<file path="config.mk">
export PLATFORM = sky130hd
export DESIGN_NAME = nvs_dist_pipe
export DESIGN_NICKNAME = d
export VERILOG_FILES = /design/src/rtl/nvs_pkg.sv /design/src/rtl/nvs_dist_pipe.sv
export SDC_FILE = /design/constraint.sdc
export NUM_CORES = 2
export LEC_CHECK = 0
export ABC_AREA = 1
export BUFFER_PORTS_ARGS = -buffer_cell sky130_fd_sc_hd__buf_4
export CELL_PAD_IN_SITES_DETAIL_PLACEMENT = 0
export CELL_PAD_IN_SITES_GLOBAL_PLACEMENT = 1
export CORE_MARGIN = 2
export CORE_UTILIZATION = 53
export DETAILED_ROUTE_END_ITERATION = 12
export HOLD_SLACK_MARGIN = 0.03
export PLACE_DENSITY_LB_ADDON = 0.1
export SLEW_MARGIN = 20
export SYNTH_ARGS = -nofsm -noshare
export SYNTH_HDL_FRONTEND = slang
export SYNTH_SLANG_ARGS = --single-unit
</file>
<file path="constraint.sdc">
create_clock -name clk -period 16 [get_ports clk]
set_input_delay 3.2 -clock clk [delete_from_list [all_inputs] [get_ports clk]]
set_output_delay 3.2 -clock clk [all_outputs]
set_load 0.02 [all_outputs]
</file>
<file path="src/rtl/nvs_pkg.sv">
package nvs_pkg;

	localparam int MAX_NODES  = 1024;
	localparam int COORD_BITS = 16;
	localparam int IDX_W      = $clog2(MAX_NODES);
	localparam int CNT_W      = IDX_W + 1;
	localparam int DIFF_W     = COORD_BITS + 1;
	localparam int SQ_W       = 2 * COORD_BITS + 1;
	localparam int DIST_W     = 2 * COORD_BITS + 2;

	localparam logic [1:0] OP_LOAD     = 2'd0;
	localparam logic [1:0] OP_NEAREST  = 2'd1;
	localparam logic [1:0] OP_NEIGHBOR = 2'd2;

	typedef logic signed [COORD_BITS-1:0] coord_t;

	typedef struct packed {
		logic [1:0]       opcode;
		logic [IDX_W-1:0] node_index;
		coord_t           pos_x;
		coord_t           pos_y;
		coord_t           pos_z;
	} req_t;

	typedef struct packed {
		logic [IDX_W-1:0]  result_index;
		logic [DIST_W-1:0] distance_sq;
		logic              status;
	} rsp_t;

	typedef struct packed {
		coord_t x;
		coord_t y;
		coord_t z;
	} vertex_t;

	typedef struct packed {
		logic             valid;
		logic             last;
		logic             first;
		logic             tie_prev;
		logic             use_y;
		logic [IDX_W-1:0] idx;
	} tag_t;

endpackage

</file>
<file path="src/rtl/nvs_dist_pipe.sv">
module nvs_dist_pipe (
	input  logic                        clk,
	input  logic                        arst_n,
	input  nvs_pkg::tag_t               tag,
	input  nvs_pkg::vertex_t            vtx,
	input  nvs_pkg::vertex_t            qry,
	output nvs_pkg::tag_t               tag_out,
	output logic [nvs_pkg::DIST_W-1:0]  dist_sq
);

	nvs_pkg::tag_t tag_s1, tag_s2, tag_s3, tag_s4;

	logic signed [nvs_pkg::DIFF_W-1:0]   dx_s2, dy_s2, dz_s2;
	logic signed [2*nvs_pkg::DIFF_W-1:0] px, py, pz;
	logic [nvs_pkg::SQ_W-1:0]            sqx_s3, sqy_s3, sqz_s3;
	logic [nvs_pkg::DIST_W-1:0]          dist_s4;

	// The read data of the vertex memory lines up with tag_s1.
	always_ff @(posedge clk or negedge arst_n) begin
		if (!arst_n) begin
			tag_s1 <= '0;
			tag_s2 <= '0;
			tag_s3 <= '0;
			tag_s4 <= '0;
		end else begin
			tag_s1 <= tag;
			tag_s2 <= tag_s1;
			tag_s3 <= tag_s2;
			tag_s4 <= tag_s3;
		end
	end

	always_ff @(posedge clk) begin
		dx_s2 <= {vtx.x[nvs_pkg::COORD_BITS-1], vtx.x} - {qry.x[nvs_pkg::COORD_BITS-1], qry.x};
		dz_s2 <= {vtx.z[nvs_pkg::COORD_BITS-1], vtx.z} - {qry.z[nvs_pkg::COORD_BITS-1], qry.z};
		if (tag_s1.use_y) begin
			dy_s2 <= {vtx.y[nvs_pkg::COORD_BITS-1], vtx.y}
				- {qry.y[nvs_pkg::COORD_BITS-1], qry.y};
		end else begin
			dy_s2 <= '0;
		end
	end

	assign px = dx_s2 * dx_s2;
	assign py = dy_s2 * dy_s2;
	assign pz = dz_s2 * dz_s2;

	always_ff @(posedge clk) begin
		sqx_s3  <= px[nvs_pkg::SQ_W-1:0];
		sqy_s3  <= py[nvs_pkg::SQ_W-1:0];
		sqz_s3  <= pz[nvs_pkg::SQ_W-1:0];
		dist_s4 <= {1'b0, sqx_s3} + {1'b0, sqy_s3} + {1'b0, sqz_s3};
	end

	assign tag_out = tag_s4;
	assign dist_sq = dist_s4;

endmodule

</file>
==> results.json <==
{
  "setup_viol": 0,
  "fp-row-count": 103,
  "grt_pass1_wl_um": 166000,
  "root_buffer": "clkbuf_16",
  "cts_tree": "yes",
  "portBuffers": 161,
  "setup_tns_ns": 0,
  "maxSlewViolCount": 0,
  "ys_seq_elements": 241,
  "hp-class": "reg -> reg",
  "vias": 31432,
  "cp_max_fo": 19,
  "status": "finished clean",
  "cts_resized": 0,
  "slowest_stage": "dfxtp_1",
  "grt_setup_unrepaired": "no",
  "diodes": 0,
  "fmax_mhz": 160,
  "grt_pass1_vias": 32992,
  "yosysSeqAreaShare_pct": 12.1,
  "holdBufCountCts": 0,
  "maxCapViolations": 0,
  "worst-setup-path-type": "reg -> reg",
  "num-nets-final": 6671,
  "gp_congestion": 0.912,
  "die_width_um": 287,
  "rrSetupSlack_ns": 9.74,
  "ant_nets": 0,
  "fin_crit_ns": 6.26,
  "drc": 0,
  "ys.flop_type": "dfxtp_1",
  "post-cts-setup-buffers": 0,
  "clock_latency_ns": 0.58,
  "drive_gt1_share_pct": 6.05,
  "start_util_pct": 53.5,
  "wirelength_um": 97800,
  "grt_max_degree": 61,
  "clkSinkCount": 241,
  "whs_ns": 0.342,
  "end_kind": "register",
  "syn_inst": 5300,
  "critPathLaunchType": "register",
  "critPathTopFamily": "adder cells",
  "io_pins": 162,
  "cp_cell_sequence": "nand2_1 -> fa_1 -> fa_1 -> inv_1 -> fa_1 -> fa_1 -> fa_1 -> inv_1 -> fa_1 -> inv_1 -> ha_1 -> nand2_1 -> nor2_1 -> nand2_1 -> nor3_1 -> nand2_1 -> nand3b_1 -> nand2_1 -> nand2_1",
  "slowest_delay_ns": 0.89,
  "dr.first_iter.drc_count": 1810,
  "worst-path-buf-inv": 3,
  "whs_path_depth": 0,
  "yosys_warnings": 0,
  "netlist_area_sq_um": 42400,
  "h-tree-depth": 1,
  "dieArea_sq_um": 82200,
  "dp_hpwl_um": 85400,
  "synth_edf_count": 0,
  "hold_violations": 0,
  "crit_required_ns": 16.49,
  "core_area_sq_um": 79100,
  "min_from": "tag_s2[3]",
  "fin_skew_ns": 0.0198,
  "reg2reg_to": "sqx_s3[30]",
  "ys_types": 45,
  "firstDrtPassIters": 5,
  "relSlewSlack_pct": 35.3,
  "clockBufferDepth": 3,
  "dieHeight_um": 287,
  "critPathArrivalTime_ns": 6.76,
  "finalCritPeriodShare_pct": 39.2,
  "worst_pin_slew_ns": 0.969,
  "antenna_found_initial": 5,
  "cts_made_buffers": 28,
  "timing.rr.start": "dx_s2[5]",
  "grt_use_total_pct": 25.1,
  "rr_worst_depth": 19,
  "synth.avg_cell_area_sq_um": 7.99,
  "clk_pin_slew_worst_paths_ns": 0.06,
  "synth-async-reset-ratio_pct": 24.9,
  "wl_per_cell_um": 15.1,
  "via_per_inst": 4.86,
  "grt_overflow": 0,
  "syn_to_final_growth_pct": 7.66,
  "holdPathEnd": "tag_s3[3]"
}
[cell type report]
cell class / instances / area (sq um)
flip-flops and latches: 241 / 5120
well taps: 1050 / 1310
clock inverters: 19 / 289
inverters: 1592 / 5980
multi-input cells: 3359 / 30900
clock buffers: 33 / 739
fillers: 7447 / 33500
repair buffers: 175 / 1310
[worst max path at each step]
| stage | from | endpoint | slack, ns | cells past startpoint |
|---|---|---|---|---|
| floorplan | dx_s2[16] | sqx_s3[32] | 10.40 | 25 |
| global placement | dx_s2[5] | sqx_s3[25] | 9.80 | 19 |
| detailed placement | dx_s2[5] | sqx_s3[25] | 9.73 | 19 |
| CTS | dx_s2[5] | sqx_s3[25] | 9.69 | 19 |
| global route | dx_s2[5] | sqx_s3[30] | 9.25 | 19 |
| finish | dx_s2[5] | sqx_s3[30] | 9.74 | 19 |
[synth_stat cells (all sizes together) (22+ instances only)]
library cell  count  area, sq um
o21ai            67          350
o21bai           30          240
fa              818        16400
nand4            43          269
a21oi           178          898
dfrtp            60         1500
ha              343         4290
inv            1591         5970
xnor2            22          193
xor2            108          946
clkbuf           96          360
nand3           162          856
nand2          1261         4790
nor2            227          945
nor3             29          206
dfxtp           181         3620
[cells in the final DEF, fill, tap and decap left out, types with 6 or more instances in the layout]
master     synthesis  layout
a21oi_1          176     176
nor2_2            22      22
a31o_2             6       6
dfrtp_1           60      60
and2_1             6       6
nand3b_1          11      11
bufinv_16          0       6
dfxtp_1          181     181
buf_4              0     175
nand2_2           22      22
fa_1             818     818
a21o_1             8       8
xnor2_1           22      22
nand2_1         1239    1239
ha_1             343     343
o21ai_0           61      61
nor2_1           200     200
o21a_1            11      11
nand3_1          153     153
inv_1           1582    1582
inv_2              9       9
nor3_2            10      10
o21bai_1          28      28
xor2_1           108     108
nor3_1            18      18
nand4_1           43      43
nand3_2            9       9
or2_2             11      11
clkbuf_16          0      28
[through the flow]
stage,std cells,cell area (sq um),utilization (%),setup WS (ns)
2_1_floorplan,5302,42400,-,10.40
3_3_place_gp,6417,44600,56.4,9.80
3_5_place_dp,6417,44600,56.4,9.73
4_1_cts,6469,45600,57.7,9.69
5_1_grt,6469,45600,57.7,9.25
6_report,6469,45600,57.7,9.74
[worst register-to-register path, stage by stage, from the launching register on]
cell and delay, ns:
dfxtp_1 0.89, nand2_1 0.30, fa_1 0.59, fa_1 0.73, inv_1 0.18, fa_1 0.50, fa_1 0.50, fa_1 0.49
inv_1 0.05, fa_1 0.47, inv_1 0.04, ha_1 0.34, nand2_1 0.11, nor2_1 0.19, nand2_1 0.13, nor3_1 0.18
nand2_1 0.17, nand3b_1 0.17, nand2_1 0.06, nand2_1 0.10
[logic make-up after synthesis]
family	count (synthesis)	share of synthesized area [%]
other cells	1	0.00885
mux	2	0.0531
buf+inv	1702	15.1
compound gates	305	4.06
xor+xnor	130	2.69
fa+ha+maj	1161	48.8
simple gates	1758	17.2
flops	241	12.1
[metal layers]
metal | track usage (%) | share of wire (%)
met3 | 2.50 | 5.2
met2 | 41.7 | 47
met1 | 36.5 | 47
met5 | 0 | 0.013
met4 | 3.70 | 1.4
[state kept, by name, summed over array words and instances (netlist names), 17 cells and up]
register and cells:
dist_sq 34, dz_s2 17, sqy_s3 32, sqz_s3 32, sqx_s3 32, dy_s2 17, dx_s2 17
Power is not shown: default switching activity piles up to over one toggle a cycle in this logic, so the estimate is an artifact.
